`config.mk`:
```
export PLATFORM = sky130hd
export DESIGN_NAME = touchpad_relative_mouse
export DESIGN_NICKNAME = d
export VERILOG_FILES = /design/src/design/tprm_pkg.sv /design/src/design/tprm_cfg.sv /design/src/design/tprm_scale.sv /design/src/design/tprm_core.sv /design/src/design/touchpad_relative_mouse.sv
export SDC_FILE = /design/constraint.sdc
export NUM_CORES = 1
export LEC_CHECK = 0
export BUFFER_PORTS_ARGS = -buffer_cell sky130_fd_sc_hd__buf_2
export CORE_MARGIN = 2
export CORE_UTILIZATION = 59
export CTS_CLUSTER_SIZE = 28
export DETAILED_ROUTE_END_ITERATION = 16
export GPL_ROUTABILITY_DRIVEN = 0
export HOLD_SLACK_MARGIN = 0.12
export PLACE_DENSITY = 0.82
export SLEW_MARGIN = 40
export SYNTH_ARGS = -nofsm -noshare
export SYNTH_HDL_FRONTEND = slang
export SYNTH_HIERARCHICAL = 1
export SYNTH_SLANG_ARGS = --single-unit
```
`constraint.sdc`:
```
create_clock -name clk -period 26.4 [get_ports clk]
set_clock_uncertainty 0.05 [all_clocks]
set_input_delay 1.32 -clock clk [delete_from_list [all_inputs] [get_ports clk]]
set_output_delay 1.32 -clock clk [all_outputs]
set_load 0.05 [all_outputs]
```
`src/design/tprm_pkg.sv`:
```
`timescale 1ns / 1ps

package tprm_pkg;

	localparam int COORD_BITS_DEF = 12;
	localparam int TIME_BITS_DEF  = 32;

	localparam int CFG_ADDR_BITS = 4;
	localparam int CFG_DATA_BITS = 32;

	localparam int SPLIT_BITS = 12;
	localparam int OUT_BITS   = 24;

	localparam logic [2:0]  PAD_MODE_RST    = 3'd0;
	localparam logic [7:0]  SENSITIVITY_RST = 8'd8;
	localparam logic [15:0] LONG_PRESS_RST  = 16'd400;
	localparam logic [11:0] SPLIT_X_RST     = 12'd960;

	localparam logic [7:0] GAIN_DEFAULT = 8'd8;

	localparam logic [2:0] MODE_LEFT_HALF  = 3'd2;
	localparam logic [2:0] MODE_RIGHT_HALF = 3'd3;

	localparam logic OP_TICK  = 1'b0;
	localparam logic OP_CLEAR = 1'b1;

	localparam logic [2:0] BTN_NONE  = 3'b000;
	localparam logic [2:0] BTN_LEFT  = 3'b001;
	localparam logic [2:0] BTN_RIGHT = 3'b010;

	typedef enum logic [1:0] {
		REG_PAD_MODE    = 2'd0,
		REG_SENSITIVITY = 2'd1,
		REG_LONG_PRESS  = 2'd2,
		REG_SPLIT_X     = 2'd3
	} reg_idx_t;

	typedef struct packed {
		logic [2:0]  pad_mode;
		logic [7:0]  sensitivity;
		logic [15:0] long_press_ms;
		logic [11:0] split_x;
	} cfg_t;

endpackage

```
`src/design/tprm_cfg.sv`:
```
`timescale 1ns / 1ps

module tprm_cfg (
	input  logic                                   clk,
	input  logic                                   arst_n,
	input  logic                                   psel,
	input  logic                                   penable,
	input  logic                                   pwrite,
	input  logic [tprm_pkg::CFG_ADDR_BITS-1:0]     paddr,
	input  logic [tprm_pkg::CFG_DATA_BITS-1:0]     pwdata,
	output logic [tprm_pkg::CFG_DATA_BITS-1:0]     prdata,
	output logic                                   pready,
	output tprm_pkg::cfg_t                         cfg
);
	import tprm_pkg::*;

	cfg_t     cfg_q;
	reg_idx_t idx;
	logic     wr_en;

	assign pready = 1'b1;
	assign idx    = reg_idx_t'(paddr[3:2]);
	assign wr_en  = psel && penable && pwrite && pready;
	assign cfg    = cfg_q;

	always_ff @(posedge clk or negedge arst_n) begin
		if (!arst_n) begin
			cfg_q.pad_mode      <= PAD_MODE_RST;
			cfg_q.sensitivity   <= SENSITIVITY_RST;
			cfg_q.long_press_ms <= LONG_PRESS_RST;
			cfg_q.split_x       <= SPLIT_X_RST;
		end else if (wr_en) begin
			unique case (idx)
				REG_PAD_MODE:    cfg_q.pad_mode      <= pwdata[2:0];
				REG_SENSITIVITY: cfg_q.sensitivity   <= pwdata[7:0];
				REG_LONG_PRESS:  cfg_q.long_press_ms <= pwdata[15:0];
				REG_SPLIT_X:     cfg_q.split_x       <= pwdata[11:0];
				default: ;
			endcase
		end
	end

	always_comb begin
		prdata = '0;
		unique case (idx)
			REG_PAD_MODE:    prdata = CFG_DATA_BITS'(cfg_q.pad_mode);
			REG_SENSITIVITY: prdata = CFG_DATA_BITS'(cfg_q.sensitivity);
			REG_LONG_PRESS:  prdata = CFG_DATA_BITS'(cfg_q.long_press_ms);
			REG_SPLIT_X:     prdata = CFG_DATA_BITS'(cfg_q.split_x);
			default:         prdata = '0;
		endcase
	end

endmodule

```
`src/design/tprm_scale.sv`:
```
`timescale 1ns / 1ps

// (cur - old) * gain / 16, truncated toward zero, clamped to +-127
module tprm_scale #(
	parameter int COORD_BITS = tprm_pkg::COORD_BITS_DEF
) (
	input  logic [COORD_BITS-1:0] cur,
	input  logic [COORD_BITS-1:0] old,
	input  logic [7:0]            gain,
	output logic signed [7:0]     move
);
	import tprm_pkg::*;

	localparam int PW = COORD_BITS + 10;

	logic signed [COORD_BITS:0] diff;
	logic signed [PW-1:0]       diff_ext;
	logic signed [PW-1:0]       gain_ext;
	logic signed [PW-1:0]       prod;
	logic signed [PW-1:0]       biased;
	logic signed [PW-1:0]       quot;

	assign diff     = $signed({1'b0, cur}) - $signed({1'b0, old});
	assign diff_ext = PW'(diff);
	assign gain_ext = $signed({{(PW-8){1'b0}}, gain});
	assign prod     = PW'(diff_ext * gain_ext);
	// bias negatives so the arithmetic shift rounds toward zero
	assign biased   = prod[PW-1] ? PW'(prod + PW'(15)) : prod;
	assign quot     = biased >>> 4;

	always_comb begin
		if (quot > PW'(127))
			move = 8'sd127;
		else if (quot < -PW'(127))
			move = -8'sd127;
		else
			move = quot[7:0];
	end

endmodule

```
`src/design/tprm_core.sv`:
```
`timescale 1ns / 1ps

module tprm_core #(
	parameter int COORD_BITS = tprm_pkg::COORD_BITS_DEF,
	parameter int TIME_BITS  = tprm_pkg::TIME_BITS_DEF
) (
	input  logic                  clk,
	input  logic                  arst_n,
	input  logic                  en,
	input  tprm_pkg::cfg_t        cfg,
	input  logic                  operation,
	input  logic                  finger_down,
	input  logic [COORD_BITS-1:0] pos_x,
	input  logic [COORD_BITS-1:0] pos_y,
	input  logic                  pad_click,
	input  logic [TIME_BITS-1:0]  now_ms,
	input  logic [2:0]            extra_buttons,
	input  logic                  host_ready,
	output logic                  emit,
	output logic [2:0]            buttons,
	output logic signed [7:0]     move_x,
	output logic signed [7:0]     move_y
);
	import tprm_pkg::*;

	localparam int CMP_BITS = (COORD_BITS > SPLIT_BITS) ? COORD_BITS : SPLIT_BITS;

	logic [COORD_BITS-1:0] prev_x_q, prev_y_q;
	logic                  prev_valid_q;
	logic                  click_held_q;
	logic                  right_fired_q;
	logic [TIME_BITS-1:0]  press_start_q;
	logic [2:0]            sent_buttons_q;

	logic                  active, in_zone, press, rf_base, rf_new, report;
	logic [7:0]            gain;
	logic signed [7:0]     sx, sy;
	logic [TIME_BITS-1:0]  start_eff, elapsed;
	logic [2:0]            btn;

	tprm_scale #(.COORD_BITS(COORD_BITS)) u_scale_x (
		.cur(pos_x), .old(prev_x_q), .gain(gain), .move(sx)
	);
	tprm_scale #(.COORD_BITS(COORD_BITS)) u_scale_y (
		.cur(pos_y), .old(prev_y_q), .gain(gain), .move(sy)
	);

	assign active = (cfg.pad_mode == MODE_LEFT_HALF) || (cfg.pad_mode == MODE_RIGHT_HALF);
	assign gain   = (cfg.sensitivity == 8'd0) ? GAIN_DEFAULT : cfg.sensitivity;

	always_comb begin
		in_zone = 1'b0;
		if (finger_down) begin
			if (cfg.pad_mode == MODE_LEFT_HALF)
				in_zone = CMP_BITS'(pos_x) < CMP_BITS'(cfg.split_x);
			else
				in_zone = CMP_BITS'(pos_x) >= CMP_BITS'(cfg.split_x);
		end
	end

	assign move_x = (operation == OP_TICK && in_zone && prev_valid_q) ? sx : 8'sd0;
	assign move_y = (operation == OP_TICK && in_zone && prev_valid_q) ? sy : 8'sd0;

	// a fresh press starts its timer now
	assign press     = pad_click && in_zone;
	assign start_eff = click_held_q ? press_start_q : now_ms;
	assign rf_base   = click_held_q && right_fired_q;
	assign elapsed   = now_ms - start_eff;
	assign rf_new    = rf_base || (elapsed >= TIME_BITS'(cfg.long_press_ms));

	always_comb begin
		if (press)
			btn = rf_new ? BTN_RIGHT : BTN_NONE;
		else if (click_held_q)
			btn = right_fired_q ? BTN_NONE : BTN_LEFT;
		else
			btn = BTN_NONE;
		btn = btn | extra_buttons;
	end

	assign report = (move_x != 8'sd0) || (move_y != 8'sd0) || (btn != sent_buttons_q);

	always_comb begin
		if (operation == OP_CLEAR) begin
			emit    = (sent_buttons_q != BTN_NONE) && host_ready;
			buttons = BTN_NONE;
		end else begin
			emit    = active && report && host_ready;
			buttons = btn;
		end
	end

	always_ff @(posedge clk or negedge arst_n) begin
		if (!arst_n) begin
			prev_x_q       <= '0;
			prev_y_q       <= '0;
			prev_valid_q   <= 1'b0;
			click_held_q   <= 1'b0;
			right_fired_q  <= 1'b0;
			press_start_q  <= '0;
			sent_buttons_q <= BTN_NONE;
		end else if (en) begin
			if (operation == OP_CLEAR) begin
				prev_x_q       <= '0;
				prev_y_q       <= '0;
				prev_valid_q   <= 1'b0;
				click_held_q   <= 1'b0;
				right_fired_q  <= 1'b0;
				sent_buttons_q <= BTN_NONE;
			end else if (active) begin
				prev_valid_q <= in_zone;
				if (in_zone) begin
					prev_x_q <= pos_x;
					prev_y_q <= pos_y;
				end
				if (press) begin
					click_held_q  <= 1'b1;
					right_fired_q <= rf_new;
					if (!click_held_q)
						press_start_q <= now_ms;
				end else if (click_held_q) begin
					click_held_q <= 1'b0;
				end
				if (report)
					sent_buttons_q <= btn;
			end
		end
	end

endmodule

```
`src/design/touchpad_relative_mouse.sv`:
```
`timescale 1ns / 1ps

// Path: the input register takes the input transaction; when the output register is free
// or being taken, its result is loaded into the output register, which drives m_tvalid.
// Throughput: one input transaction per cycle; the input stalls only while a result
// waits in the output register with m_tready low.
// Reset (arst_n low): registers return to their reset values, mouse state cleared,
// both pipeline registers empty.
module touchpad_relative_mouse #(
	parameter int COORD_BITS = tprm_pkg::COORD_BITS_DEF,
	parameter int TIME_BITS  = tprm_pkg::TIME_BITS_DEF,
	localparam int IN_W      = ((2 * COORD_BITS + TIME_BITS + 6 + 7) / 8) * 8
) (
	input  logic                               clk,
	input  logic                               arst_n,
	input  logic                               s_tvalid,
	output logic                               s_tready,
	// finger_down, pos_x, pos_y, pad_click, now_ms, extra_buttons, host_ready
	input  logic [IN_W-1:0]                    s_tdata,
	// operation
	input  logic                               s_tuser,
	output logic                               m_tvalid,
	input  logic                               m_tready,
	// buttons, move_x, move_y
	output logic [tprm_pkg::OUT_BITS-1:0]      m_tdata,
	input  logic                               psel,
	input  logic                               penable,
	input  logic                               pwrite,
	input  logic [tprm_pkg::CFG_ADDR_BITS-1:0] paddr,
	input  logic [tprm_pkg::CFG_DATA_BITS-1:0] pwdata,
	output logic [tprm_pkg::CFG_DATA_BITS-1:0] prdata,
	output logic                               pready
);
	import tprm_pkg::*;

	localparam int X_LO   = 1;
	localparam int Y_LO   = X_LO + COORD_BITS;
	localparam int CLK_B  = Y_LO + COORD_BITS;
	localparam int NOW_LO = CLK_B + 1;
	localparam int EXT_LO = NOW_LO + TIME_BITS;
	localparam int RDY_B  = EXT_LO + 3;

	cfg_t cfg;

	logic                  valid_s1;
	logic [IN_W-1:0]       data_s1;
	logic                  op_s1;
	logic                  adv;

	logic                  emit;
	logic [2:0]            res_buttons;
	logic signed [7:0]     res_move_x, res_move_y;

	logic                  out_valid_q;
	logic [OUT_BITS-1:0]   out_data_q;

	tprm_cfg u_cfg (
		.clk(clk), .arst_n(arst_n),
		.psel(psel), .penable(penable), .pwrite(pwrite),
		.paddr(paddr), .pwdata(pwdata), .prdata(prdata), .pready(pready),
		.cfg(cfg)
	);

	assign adv      = valid_s1 && (!out_valid_q || m_tready);
	assign s_tready = !valid_s1 || adv;

	always_ff @(posedge clk or negedge arst_n) begin
		if (!arst_n)
			valid_s1 <= 1'b0;
		else if (s_tready)
			valid_s1 <= s_tvalid;
	end

	always_ff @(posedge clk) begin
		if (s_tvalid && s_tready) begin
			data_s1 <= s_tdata;
			op_s1   <= s_tuser;
		end
	end

	tprm_core #(.COORD_BITS(COORD_BITS), .TIME_BITS(TIME_BITS)) u_core (
		.clk(clk), .arst_n(arst_n), .en(adv), .cfg(cfg),
		.operation(op_s1),
		.finger_down(data_s1[0]),
		.pos_x(data_s1[X_LO +: COORD_BITS]),
		.pos_y(data_s1[Y_LO +: COORD_BITS]),
		.pad_click(data_s1[CLK_B]),
		.now_ms(data_s1[NOW_LO +: TIME_BITS]),
		.extra_buttons(data_s1[EXT_LO +: 3]),
		.host_ready(data_s1[RDY_B]),
		.emit(emit), .buttons(res_buttons),
		.move_x(res_move_x), .move_y(res_move_y)
	);

	always_ff @(posedge clk or negedge arst_n) begin
		if (!arst_n)
			out_valid_q <= 1'b0;
		else if (adv)
			out_valid_q <= emit;
		else if (m_tready)
			out_valid_q <= 1'b0;
	end

	always_ff @(posedge clk) begin
		if (adv && emit)
			out_data_q <= {5'd0, res_move_y, res_move_x, res_buttons};
	end

	assign m_tvalid = out_valid_q;
	assign m_tdata  = out_data_q;

endmodule

```
### Word-level counts from Yosys, hierarchy flattened

Index checks and enable logic that the tools add are counted.

* register bits: 185
* output and inout port bits: 59
* word-level logic and storage cells: 115
* input port bits: 108

* $lt $le $gt $ge: 7
* reduce and logical (&&, ||, !) cells: 39
* equality and inequality tests: 6
* $add $sub $neg: 5
* $mul: 2
* bitwise operators: 2
* multiplexer cells: 37

Operators by type and width (number)
* case mux 32 bit (4 select lines): 1
* two-way mux 12 bit: 6
* two-way mux 8 bit: 7
* adder 22 x 5 -> 22 bit, second input constant: 2
* multiplier 13 x 9 -> 22 bit: 2
* two-way mux 22 bit: 2
* > comparator 18 x 8 -> 1 bit, second input constant: 2
* less-than comparator 18 x 8 -> 1 bit, second input constant: 2
* >= comparator 32 x 16 -> 1 bit: 1
* two-way mux 32 bit: 1
* subtractor 32 bit: 1
* subtractor 12 x 12 -> 13 bit: 2
* nonzero test 8 bit: 2
* two-way mux 3 bit: 5
* two-way mux 1 bit: 14
* >= comparator 12 bit: 1
* logical AND 1 bit: 12
* less-than comparator 12 bit: 1
* AND reduction 2 bit: 5
* nonzero test 2 bit: 5
* AND reduction 3 bit: 3
* zero test 8 bit: 1
* equality test 3 x 2 -> 1 bit, second input constant: 2
* logical OR 1 bit: 6
* other kinds (10): 12

### Depth between registers and ports, before layout

Gate-level depths: netlist (run 1).

* word-level depth: 16
* gate-level depth with buffers: 44
* mapped depth without buffers: 41

### Hierarchy

The synthesis (run 1) kept the hierarchy.

Modules (own cells, without submodules)
* tprm_core: cells each 661, instances 1, seq. area each 1551.5 um2, area each 5604.1 um2
* tprm_scale (u_core.u_scale_y): cells each 623, instances 1, seq. area each 0.0 um2, area each 4962.3 um2
* tprm_scale (u_core.u_scale_x): cells each 615, instances 1, seq. area each 0.0 um2, area each 4939.7 um2
* touchpad_relative_mouse: cells each 98, instances 1, seq. area each 2512.4 um2, area each 2612.5 um2
* tprm_cfg: cells each 137, instances 1, seq. area each 985.9 um2, area each 1994.4 um2

### Worst setup path before layout (run 1)

OpenSTA, ideal clock, no wires.

* path kind: flip-flop to flip-flop
* start point: reg data_s1[13]
* end point: reg out_data_q[0] (netlist: m_tdata[0]) (enable)
* period minus slack after synthesis: 9.556 ns
* library setup time: 0.397 ns
* stages on the path, launching flop included: 43
* buffers on the path: 3
* arrival time: 9.110 ns
* setup slack: 16.844 ns
* required time: 25.953 ns
* path through: edfxtp_1 -> inv_1 -> ha_1 -> fa_1 -> nor2b_1 -> o21ai_0 -> a21boi_1 -> o21ai_0 -> a21boi_0 -> o21ai_1 -> a21oi_1 -> o41ai_2 -> clkbuf_1 -> and2_1 -> fa_1 -> inv_1 -> fa_1 -> fa_1 -> (+7 left out) -> o21ai_1 -> xnor2_1 -> buf_2 -> o22ai_1 -> nor3_2 -> a211oi_2 -> o31ai_2 -> nor4_1 -> nand4_1 -> a31oi_1 -> mux2i_1 -> nor3_2 -> nor4b_1 -> a311oi_2 -> nand3_1 -> nor3_1 -> nand2_1 -> nor2b_1

* longest elaborated chain between the ends: 15
* elaborated cells between the ends (all ways): 16
* those cells by class: 2 x add/sub; 1 x mul; 2 x order compare; 5 x mux; 6 x reduce/logical

Ends and longest elaborated chain
* start: declaration: line touchpad_relative_mouse.sv:46 `logic [IN_W-1:0] data_s1;`
* start signal: assignment: line touchpad_relative_mouse.sv:76 `data_s1 <= s_tdata;`
* subtractor 12 x 12 -> 13 bit (*): line tprm_scale.sv:23 `assign diff = $signed({1'b0, cur}) - $signed({1'b0, old});`
* multiplier 13 x 9 -> 22 bit (*): line tprm_scale.sv:26 `assign prod = PW'(diff_ext * gain_ext);`
* adder 22 x 5 -> 22 bit: line tprm_scale.sv:28 `assign biased = prod[PW-1] ? PW'(prod + PW'(15)) : prod;`
* two-way mux 22 bit (*): line tprm_scale.sv:28
* less-than comparator 18 x 8 -> 1 bit: line tprm_scale.sv:34 `else if (quot < -PW'(127))`
* two-way mux 8 bit: line tprm_scale.sv:34
* two-way mux 8 bit (*): line tprm_scale.sv:32 `if (quot > PW'(127))`
* via u_core.sy[2]: line tprm_core.sv:37 `logic signed [7:0] sx, sy;`
* two-way mux 8 bit (*): line tprm_core.sv:62 `assign move_y = (operation == OP_TICK && in_zone && prev_valid_q) ? sy : 8'sd0;`
* nonzero test 8 bit (*): line tprm_core.sv:81 `assign report = (move_x != 8'sd0) || (move_y != 8'sd0) || (btn != sent_buttons_q);`
* logical OR 1 bit (*) (2 in a row): line tprm_core.sv:81
* logical AND 1 bit (*) (2 in a row): line tprm_core.sv:88 `emit = active && report && host_ready;`
* two-way mux 1 bit (*): line tprm_core.sv:84 `if (operation == OP_CLEAR) begin`
* via emit: line touchpad_relative_mouse.sv:50 `logic emit;`
* logical AND 1 bit (*): line touchpad_relative_mouse.sv:105 `if (adv && emit)`
* end signal: assignment: line touchpad_relative_mouse.sv:106 `out_data_q <= {5'd0, res_move_y, res_move_x, res_buttons};`
* end: declaration: line touchpad_relative_mouse.sv:55 `logic [OUT_BITS-1:0] out_data_q;`

The timed path passes the listed nets; every way through them passes the cells marked *.
A chain may end at the register's enable or synchronous reset.

### Worst setup path after layout (run 1)

* start point: reg data_s1[1]
* end point: reg out_data_q[12] (netlist: m_tdata[12]) (enable)

* longest elaborated chain between the ends: 15
* elaborated cells between the ends (all ways): 28
* those cells by class: 2 x add/sub; 1 x mul; 4 x order compare; 1 x eq/ne; 9 x mux; 1 x bitwise; 10 x reduce/logical

Ends and longest elaborated chain
* subtractor 12 x 12 -> 13 bit (*): line tprm_scale.sv:23
* multiplier 13 x 9 -> 22 bit (*): line tprm_scale.sv:26
* adder 22 x 5 -> 22 bit: line tprm_scale.sv:28
* two-way mux 22 bit (*): line tprm_scale.sv:28
* less-than comparator 18 x 8 -> 1 bit: line tprm_scale.sv:34
* two-way mux 8 bit: line tprm_scale.sv:34
* two-way mux 8 bit (*): line tprm_scale.sv:32
* via u_core.sx[2]: line tprm_core.sv:37
* two-way mux 8 bit (*): line tprm_core.sv:61 `assign move_x = (operation == OP_TICK && in_zone && prev_valid_q) ? sx : 8'sd0;`
* nonzero test 8 bit (*): line tprm_core.sv:81
* logical OR 1 bit (*) (2 in a row): line tprm_core.sv:81
* logical AND 1 bit (*) (2 in a row): line tprm_core.sv:88
* two-way mux 1 bit (*): line tprm_core.sv:84
* via emit: line touchpad_relative_mouse.sv:50
* logical AND 1 bit (*): line touchpad_relative_mouse.sv:105

Marks and branches as above.

==> metrics.md, run 1 <==
| Metric | Value |
|---|---|
| Final Cycle Share | 40.29% |
| WHS Endpoint | u_core/press_start_q[21] |
| Antenna viol nets, final | 0 |
| Max Fclk | 0.09402 GHz |
| Clock root buffer | clkbuf_16 |
| Clock Path Buffers | 2 |
| Htree depth | 4 |
| Worst-path maximum fanout | 19 |
| Nets@finish | 2673 |
| WP data arrival | 10.68 ns |
| Hold path depth | 2 |
| Layout cell share with drive strength beyond 1 | 13.16% |
| Clock Sinks | 185 |
| RSZ-0062 raised after global routing | no |
| PortBufs | 124 |
| Number of synthesized flops with an enable pin | 82 |
| Setup crit end kind | flip-flop |
| Maxcap violations | 0 |
| Slew @ Worst Pin | 0.8069 ns |
| Post-cts sizing count | 0 |
| Critical Path Source | data_s1[1] |
| Library cells used by synthesis | 103 |
| Via count | 15560 |
| Inserted Clock Buffers | 17 |
| Startpoint Class | flip-flop |
| Cts hold-fix bufs | 0 |
| IO Pins | 167 |
| Row count | 67 |
| CP Class | reg -> reg |
| Rel. slew slack | 45.82% |
| Worst R2R End | m_tdata[12] |
| Clk slew on worst S/H paths | 0.07 ns |
| Worst hold path type | reg -> reg |
| Routed WL | 45320 um |
| # fillers | 2646 |
| Slew Viols, Final | 0 |
| Avg Cell Area, Syn | 9.425 um^2 |
| Ant. Diodes | 0 |
| Status | finished, final reports clean |
| Die X | 188.6 um |
| Number of antenna violations at the first check in global routing | 0 |
| First drt pass iteration count | 6 |
| Avg WL per Cell | 16.90 um |
| CORE AREA | 0.03353 mm^2 |
| Synth Register Bits | 185 |
| CP required | 26.44 ns |
| Synth Flop Type | dfrtp_1 |
| Fin. Hold Viols | 0 |
| R2r startpoint | data_s1[1] |
| FF-to-FF setup slack | 15.76 ns |
| Skew-Pair Late Insertion Delay | 0.46 ns |
| Post-Synthesis Cell Area | 0.02011 mm^2 |
| Yosys warns | 6 |
| Final setup viols | 0 |
| Worst R2R Path Depth | 39 |
| Post-Synthesis Cells | 2134 |
| Syn-to-layout area delta | 7.565% |
| Min cycle time layout | 10.64 ns |
| DRC viols | 0 |
| Initial core utilization | 59.98% |
| Cell repeated most along the worst path | fa_1 |
| Seq/Total Area, Yosys | 25.11% |
| HPWL Detailed | 34800 um |
| Largest net degree at the start of global routing | 65 |
| Async SR Flop Fraction | 55.68% |
| Overall routing resource usage | 26.44% |
| Vias in the first global route | 16170 |
| Hold Startpoint | u_core/press_start_q[21] |
| Global-route wire length before repair | 76610 um |
| Max incr delay on CP | 0.64 ns |
| Slowest CP cell | xor2_1 |
| Fin Setup TNS | 0 ns |
| Setup Fix Bufs, Post-CTS | 0 |
| Via-per-instance ratio | 5.802 |
| CTS tree | done |
| First-iteration detailed-routing DRC count | 995 |
| Total die area | 0.03558 mm^2 |
| Die Y | 188.6 um |
| GR Overflow Total | 0 |
area by class of cell:
class	count	area, um^2	share of cell area [%]
clock buffer	20	456.7	2.111
clock inverter	12	125.1	0.5783
inverter	341	1280	5.916
multi-input combinational	1542	13450	62.18
sequential	185	5055	23.36
tap	448	560.5	2.591
timing repair buffer	134	705.7	3.262
worst max-delay path by stage:
| stage | to | slack [ns] | cells past startpoint |
|---|---|---|---|
| 5_1_grt | m_tdata[12] | 14.78 | 39 |
| 6_report | m_tdata[12] | 15.76 | 39 |
| 3_3_place_gp | m_tdata[15] | 15.34 | 39 |
| 2_1_floorplan | m_tdata[0] | 16.84 | 42 |
| 3_5_place_dp | m_tdata[18] | 15.85 | 39 |
| 4_1_cts | m_tdata[12] | 15.78 | 39 |
Yosys cell counts (6+ instances only):
library cell,instances,share of area (%)
buf_4,22,0.82
o211ai_1,14,0.52
a31oi_1,16,0.50
o21a_1,12,0.45
mux2_2,42,2.4
o31ai_1,6,0.22
o21bai_1,10,0.37
a21oi_1,82,2.0
a211oi_1,10,0.37
nand3_1,23,0.57
and2_1,126,3.9
inv_1,340,6.3
fa_1,171,17
nand4_1,18,0.56
nor2b_1,44,1.4
nor4_1,11,0.34
dfrtp_1,95,12
and3_1,15,0.47
mux2i_1,44,2.2
edfxtp_1,82,12
nand2b_1,21,0.65
nor3_1,22,0.55
nand2_1,212,4.0
o21ai_1,14,0.35
xor2_1,36,1.6
a21o_1,31,1.2
xnor2_1,48,2.1
buf_2,9,0.22
clkbuf_1,48,0.90
ha_1,173,11
nand4b_1,6,0.26
o21ai_0,75,1.9
a21boi_0,7,0.26
dfstp_2,8,1.0
mux2_4,10,0.75
nor2_1,78,1.5
a22o_1,31,1.3
sequential cells by signal (all words and copies together), names as in the netlist, 3 cells and up:
register / count
u_core/prev_x_q: 12
u_cfg/cfg: 39
data_s1: 62
u_core/press_start_q: 32
u_core/prev_y_q: 12
u_core/sent_buttons_q: 3
m_tdata: 19
cells by family after synthesis:
group	after synthesis	share of synthesized area, %
compound gates	375	13.06
xor+xnor	85	3.739
fa+ha+maj	344	27.78
buf+inv	426	8.684
flops	185	25.11
mux	101	5.736
other cells	3	0.05598
simple gates	615	15.84
critical path: cells and delay by family, from the launching register on:
kind	cells	cell delay, ns
AOI/OAI and AO/OA	13	2.98
muxes	1	0.18
DFF	1	0.39
buffers and inverters	4	0.21
adders and majority gates	7	3.07
xor gates and xnor gates	2	1.03
and+or+nand+nor	12	2.34
layer usage:
metal | track usage (%) | share of wire (%) | wire length (um)
met5 | 0 | 0 | 0
met4 | 10.88 | 3.3 | 1489
met3 | 3.315 | 5.7 | 2591
met2 | 46.55 | 50 | 22590
met1 | 32.93 | 41 | 18650
stage by stage:
| stage | utilization (%) | cell area, um^2 | std cells | hold WS, ns | worst slack (ns) |
|---|---|---|---|---|---|
| final | 64.52 | 21630 | 2682 | 0.4373 | 15.76 |
| after global routing | 64.52 | 21630 | 2682 | 0.4683 | 14.78 |
| after CTS | 64.45 | 21610 | 2682 | 0.4384 | 15.78 |
| after detailed placement | 62.72 | 21030 | 2650 | 0.4221 | 15.85 |
| after global placement | 62.58 | 20990 | 2650 | 0.4126 | 15.34 |
| after floorplan | - | 20180 | 2153 | 0.3996 | 16.84 |
cells in the final DEF (no fill, tap or decap), drive strengths merged, types with 31 or more instances in the layout:
cell    synthesis  final
a21o           32     32
xnor2          49     49
fa            171    171
mux2i          44     44
o21ai          93     93
xor2           36     36
ha            173    173
inv           340    347
nor2b          45     45
edfxtp         82     82
and2          127    127
dfrtp          95     95
a22o           31     31
mux2           54     54
buf            37    134
nor2           78     78
nand2         215    215
a21oi          87     87
Power of run 1 is left out: the tool's default activity adds up to more than one toggle a clock period on the data nets, which glitch-free logic cannot reach.
==> run 2, diff against run 1 <==
Settings changed: ABC_AREA set to 1, CORE_UTILIZATION 59 to 57.
Clock period 26.4 ns to 8.6 ns, I/O delays scaled along.
==> run 2 against run 1 <==
  * The run now ends with negative setup slack left
  * Worst setup slack lost 16 ns
  * Final cell count increased by 44%
  * First-iteration DRC count increased by 83%
  * Non-clock buffer count grew 120
  * Critical path depth is 12 higher
  * Maximum frequency increased by 23%
  * Sequential share of layout area is 3.7 points lower
  * Highest routed layer unchanged
  * Flip-flop and latch count unchanged
  * Die area increased by 12%
  * Global-route usage is 2.7 points higher
  * Area after synthesis increased by 8.9%
==> metrics.md, run 2 <==
| Metric | Value |
|---|---|
| Antenna viol nets, final | 0 (unchanged) |
| Max incr delay on CP | 0.60 ns (-0.04 ns) |
| Status | finished with violations |
| Synth Flop Type | dfrtp_1 |
| CORE AREA | 0.03776 mm^2 (+13%) |
| Hold Startpoint | pwdata[8] |
| Maxcap violations | 0 (unchanged) |
| Sequential standard cell area | 0.005051 mm^2 (about the same) |
| Row count | 71 (+6.0%) |
| First drt pass iteration count | 7 (+1) |
| Worst R2R Path Depth | 51 (+31%) |
| Nets@finish | 3801 (+42%) |
| Number of synthesized flops with an enable pin | 82 (unchanged) |
| Vias in the first global route | 19640 (+21%) |
| Seq/Total Area, Yosys | 23.05% (-2.1 points) |
| Startpoint Class | flip-flop |
| Hold path depth | 3 (+1) |
| Commonest non-fill, non-tap cell in the layout | nand2_1 |
| Final std cells w/o fill | 3873 (+44%) |
| WHS Endpoint | u_cfg/cfg[20] |
| Clk slew on worst S/H paths | 0.07 ns (about the same) |
| Top delay family on crit path | adder cells |
| Total die area | 0.04001 mm^2 (+12%) |
| Yosys warns | 6 (unchanged) |
| Via count | 20710 (+33%) |
| Min cycle time layout | 8.655 ns (-1.982 ns) |
| CTS tree | done |
| Async SR Flop Fraction | 55.68% (unchanged) |
| Final core occ | 67.96% (+3.4 points) |
| IO Pins | 167 (unchanged) |
| Multi-input gate area | 0.01488 mm^2 (+11%) |
| Largest register by flop count | data_s1 |
| CP Class | reg -> reg |
| Slew Viols, Final | 0 (unchanged) |
| DRC viols | 0 (unchanged) |
| Routed WL | 60000 um (+32%) |
| Layout cell share with drive strength beyond 1 | 16.48% (+3.3 points) |
| Avg Cell Area, Syn | 7.020 um^2 (-26%) |
| Overall routing resource usage | 29.10% (+2.7 points) |
| Clock Path Buffers | 2 (unchanged) |
| GR Util met2 | 52.94% (+6.4 points) |
| Global-route wire length before repair | 92500 um (+21%) |
| Via-per-instance ratio | 5.346 (-7.8%) |
| Inserted Clock Buffers | 17 (unchanged) |
| Clock Sinks | 185 (unchanged) |
| Met1 usage | 34.46% (+1.5 points) |
| Syn-to-layout area delta | 17.15% |
| HPWL Detailed | 41870 um (+20%) |
| Initial core utilization | 58.01% (-2.0 points) |
| Final Cycle Share | 100.6% (+60 points) |
| # fillers | 2923 (+10%) |
| Max reg flops | 62 (unchanged) |
| Slowest CP cell | fa_1 |
| Ant. Diodes | 0 (unchanged) |
| Post-route setup slack | -0.05483 ns (-15.82 ns) |
| Die X | 200.0 um (+6.0%) |
| Largest net degree at the start of global routing | 64 (-1.5%) |
| Max Fclk | 0.1155 GHz (+23%) |
| Post-Synthesis Cells | 3120 (+46%) |
| Post-Synthesis Cell Area | 0.02190 mm^2 (+8.9%) |
| Skew-Pair Late Insertion Delay | 0.46 ns (about the same) |
| Final setup viols | 19 (+19) |
| Cell repeated most along the worst path | nand2_2 |
| Dominant cells by area after synthesis | nand2_1, fa_1, inv_1 |
| Setup crit end kind | flip-flop |
| Worst hold path type | in -> reg |
| Avg WL per Cell | 15.49 um (-8.3%) |
| Most frequent cells in the layout | nand2_1, inv_1, nor2_1 |
| FF-to-FF setup slack | -0.05 ns (-15.82 ns) |
| Violated checks | negative setup slack |
| RSZ-0062 raised after global routing | yes |
| Die Y | 200.0 um (+6.0%) |
| Rel. slew slack | 43.78% (-2.0 points) |
| Placed cells | 3742 (+41%) |
| Worst-path maximum fanout | 6 (-13) |
| WP data arrival | 8.80 ns (-1.88 ns) |
| Synth area leader | nand2_1 |
| Fin. Hold Viols | 0 (unchanged) |
| Slew @ Worst Pin | 0.8432 ns (+0.03632 ns) |
| Worst R2R End | m_tdata[5] |
| CP required | 8.74 ns (-17.70 ns) |
| GR Overflow Total | 0 (unchanged) |
| Number of antenna violations at the first check in global routing | 0 (unchanged) |
| Global routing usage on met3 | 4.083% (+0.77 points) |
| Htree depth | 4 (unchanged) |
| Library cells used by synthesis | 51 (-50%) |
| PortBufs | 124 (unchanged) |
| Cell with the most instances after synthesis | nand2_1 |
| First-iteration detailed-routing DRC count | 1818 (+83%) |
| GR peak layer | met2 |
| Clock root buffer | clkbuf_16 |
| Post-synth top cells | nand2_1, inv_1, nor2_1 |
| Worst Path Buf+Inv | 10 (+6) |
| Top cell type's share of synthesized area | 17.31% (+0.29 points) |
| Synth Register Bits | 185 (unchanged) |
| Fin Setup TNS | -0.4973 ns (-0.4973 ns) |
| R2r startpoint | data_s1[1] |
run 2: how the worst max path moves through the flow:
stage / end / cells after the start / slack [ns] / from
after detailed placement: m_tdata[18] / 59 / -0.06 / data_s1[13]
after floorplan: m_tdata[0] / 58 / 0.24 / data_s1[13]
final: m_tdata[5] / 51 / -0.05 / data_s1[1]
after global routing: m_tdata[5] / 53 / -0.38 / data_s1[1]
after global placement: m_tdata[18] / 59 / 0.07 / data_s1[13]
after CTS: m_tdata[2] / 57 / 0.05 / data_s1[13]
run 2: per-layer routing:
layer | vias up | wire length (um)
met2 | 955 | 30030
li1 | 9850 | -
met5 | - | 0
met4 | 0 | 2746
met3 | 250 | 3907
met1 | 9651 | 23320
run 2: layout make-up:
class                           instances  area share, %
Clock buffer                           20          1.741
Clock inverter                         12         0.4584
Inverter                              712          10.48
Multi-Input combinational cell       2179          57.98
Sequential cell                       185          19.68
Tap cell                              511          2.492
Timing Repair Buffer                  254          7.163
run 2: metrics by stage:
stage          hold WS (ns)  setup WS [ns]  instance area, um^2
6_report             0.1341       -0.05483                25660
4_1_cts              0.1204        0.05140                24370
3_5_place_dp         0.4016       -0.05899                23120
3_3_place_gp         0.3965        0.06835                23110
2_1_floorplan       0.08441         0.2441                21970
5_1_grt              0.1312        -0.3846                25660
run 2: worst min-delay path, cell delays in order:
cell and delay (ns):
buf_2 0.11, nand2_1 0.05, nand2_1 0.05
run 2: cell families (layout without fill, tap and decap cells):
| logic type | Yosys count | count (layout) | synth area share, % |
|---|---|---|---|
| adder cells (fa/ha/maj) | 344 | 344 | 25.51 |
| AND/OR/NAND/NOR | 1564 | 1567 | 30.08 |
| multiplexers | 29 | 29 | 1.325 |
| flip-flops | 185 | 185 | 23.05 |
| buffers and inverters | 778 | 998 | 14.06 |
| other | 3 | 22 | 0.05141 |
| XOR/XNOR | 35 | 35 | 1.400 |
| AO/OA/AOI/OAI | 182 | 182 | 4.524 |
run 2: what timing repair did:
action | 4_1_cts | 5_1_grt
hold buffers | 68 | 0
pin swaps | 0 | 86
resized for setup | 4 | 257
setup buffers | 0 | 27
hold endpoints to repair | 107 | 0
setup endpoints to repair | 19 | 23
cloned | 0 | 5
Power of run 2 is left out for the same reason.
==> run 3, diff against run 2 <==
Settings changed: CELL_PAD_IN_SITES_DETAIL_PLACEMENT set to 1, CELL_PAD_IN_SITES_GLOBAL_PLACEMENT set to 2, CORE_UTILIZATION 57 to 32, PLACE_DENSITY 0.82 to unset, PLACE_DENSITY_LB_ADDON set to 0.15.
==> run 3 against run 2 <==
  * Critical endpoint is now m_tdata[1]
  * Largest cell class unchanged
  * Routed wire length grew 16%
  * First-iteration DRC count shrank 71%
  * Critical path depth grew 4
  * Die area grew 76%
  * The run now ends clean
  * Non-clock buffer count grew 52
  * Maximum frequency grew 3.8%
==> metrics.md, run 3 (synthesized netlist as in run 2, its figures left out) <==
| Metric | Value |
|---|---|
| Status | finished, final reports clean |
| Post-route setup slack | 0.2604 ns (+0.3152 ns) |
| First drt pass iteration count | 4 (-3) |
| Clock root buffer | clkbuf_16 |
| Max reg flops | 62 (unchanged) |
| DRC viols | 0 (unchanged) |
| Nets@finish | 3851 (+1.3%) |
| Placed cells | 4138 (+11%) |
| Maxcap violations | 0 (unchanged) |
| Global routing usage on met3 | 2.000% (-2.1 points) |
| Skew-Pair Late Insertion Delay | 0.49 ns (+0.03 ns) |
| WP data arrival | 8.53 ns (-0.27 ns) |
| Fin. Hold Viols | 0 (unchanged) |
| Clk slew on worst S/H paths | 0.09 ns (+0.02 ns) |
| CP required | 8.79 ns (+0.05 ns) |
| Met1 usage | 25.58% (-8.9 points) |
| HPWL Detailed | 57110 um (+36%) |
| Initial core utilization | 32.44% (-26 points) |
| GR Overflow Total | 0 (unchanged) |
| Worst-path maximum fanout | 7 (+1) |
| Startpoint Class | flip-flop |
| Largest register by flop count | data_s1 |
| Slew Viols, Final | 0 (unchanged) |
| CTS tree | done |
| Die Y | 265.6 um (+33%) |
| CORE AREA | 0.06751 mm^2 (+79%) |
| Rel. slew slack | 53.04% (+9.3 points) |
| Final setup viols | 0 (-19) |
| Slew @ Worst Pin | 0.7028 ns (-0.1405 ns) |
| Largest net degree at the start of global routing | 64 (unchanged) |
| Final Cycle Share | 96.97% (-3.7 points) |
| Via-per-instance ratio | 4.620 (-14%) |
| Final std cells w/o fill | 4285 (+11%) |
| PortBufs | 124 (unchanged) |
| Via count | 19800 (-4.4%) |
| Multi-input gate area | 0.01488 mm^2 (unchanged) |
| Clock Path Buffers | 2 (unchanged) |
| Slowest CP cell | fa_1 |
| DP Worst Slack | -0.4463 ns (-0.3873 ns) |
| Post-route design area | 0.02658 mm^2 (+3.6%) |
| Cell repeated most along the worst path | nand2_1 |
| CP Class | reg -> reg |
| Ant. Diodes | 0 (unchanged) |
| First-iteration detailed-routing DRC count | 527 (-71%) |
| # fillers | 8439 (+190%) |
| Max incr delay on CP | 0.55 ns (-0.05 ns) |
| Routed WL | 69730 um (+16%) |
| Die X | 265.6 um (+33%) |
| GR peak layer | met2 |
| Commonest non-fill, non-tap cell in the layout | nand2_1 |
| Global-route wire length before repair | 112400 um (+22%) |
| GR Util met2 | 36.62% (-16 points) |
| Antenna viol nets, final | 0 (unchanged) |
| Setup crit end kind | flip-flop |
| Most frequent cells in the layout | nand2_1, inv_1, nor2_1 |
| Syn-to-layout area delta | 21.36% |
| Layout cell share with drive strength beyond 1 | 18.08% (+1.6 points) |
| Overall routing resource usage | 20.08% (-9.0 points) |
| Vias in the first global route | 21260 (+8.2%) |
| Clock Sinks | 185 (unchanged) |
| Total die area | 0.07056 mm^2 (+76%) |
| Sequential standard cell area | 0.005051 mm^2 (unchanged) |
| Row count | 95 (+34%) |
| Number of antenna violations at the first check in global routing | 2 (+2) |
| RSZ-0062 raised after global routing | yes |
| Post-DP Area | 0.02384 mm^2 (+3.1%) |
| Htree depth | 4 (unchanged) |
| Max Fclk | 0.1199 GHz (+3.8%) |
| Inserted Clock Buffers | 17 (unchanged) |
| Avg WL per Cell | 16.27 um (+5.0%) |
| Min cycle time layout | 8.340 ns (-0.3152 ns) |
| Worst hold path type | in -> reg |
| IO Pins | 167 (unchanged) |
## run 3: repair_timing
item                                   CTS  global route
endpoints found under the hold margin  130             0
buffers inserted                         4            31
gates resized for setup                 35           252
setup endpoints to repair               23            23
pin swaps                                5           101
hold buffers                            78             0
gates cloned                             1             2
## run 3: metrics by stage
| step | hold slack, ns | util, % | TNS (ns) |
|---|---|---|---|
| 6_report | 0.1852 | 39.37 | 0 |
| 3_3_place_gp | 0.4132 | 35.30 | -5.298 |
| 2_1_floorplan | 0.08441 | - | 0 |
| 4_1_cts | 0.1322 | 37.58 | 0 |
| 5_1_grt | 0.1511 | 39.37 | -4.952 |
| 3_5_place_dp | 0.4180 | 35.32 | -9.055 |
## run 3: area by class of cell
class                           count  share of cell area (%)
Inverter                          712                   10.12
Sequential cell                   185                   19.00
Clock inverter                     14                  0.5601
Tap cell                          873                   4.109
Multi-Input combinational cell   2177                   55.97
Timing Repair Buffer              306                   8.614
Clock buffer                       18                   1.629
## run 3: layer usage
metal	share of wire [%]	routed length, um	vias to the layer above
li1	-	-	9906
met1	46	31920	9672
met2	51	35590	161
met3	1.6	1085	57
met4	1.6	1123	0
met5	0	0	-
## run 3: path summary, 6_finish.rpt
path	slack (ns)	cells after the start	start	end
worst max register to register	0.26	55	data_s1[16]	m_tdata[1]
max in group asynchronous	7.03	3	arst_n	u_core/press_start_q[23]
worst min register to register	0.43	2	u_cfg/cfg[16]	u_cfg/cfg[16]
worst min-delay path	0.19	3	pwdata[2]	u_cfg/cfg[2]
worst max-delay path	0.26	55	data_s1[16]	m_tdata[1]
min in group asynchronous	0.41	2	arst_n	u_cfg/cfg[18]
## run 3: critical path: cells and delay by family, from the launching register on
kind | cells | cell delay [ns]
adder cells (fa/ha/maj) | 6 | 2.61
AO/OA/AOI/OAI | 6 | 0.79
buffers and inverters | 11 | 1.05
XOR/XNOR | 1 | 0.14
flip-flops | 1 | 0.48
AND/OR/NAND/NOR | 31 | 2.97
Power of run 3 is left out for the same reason.
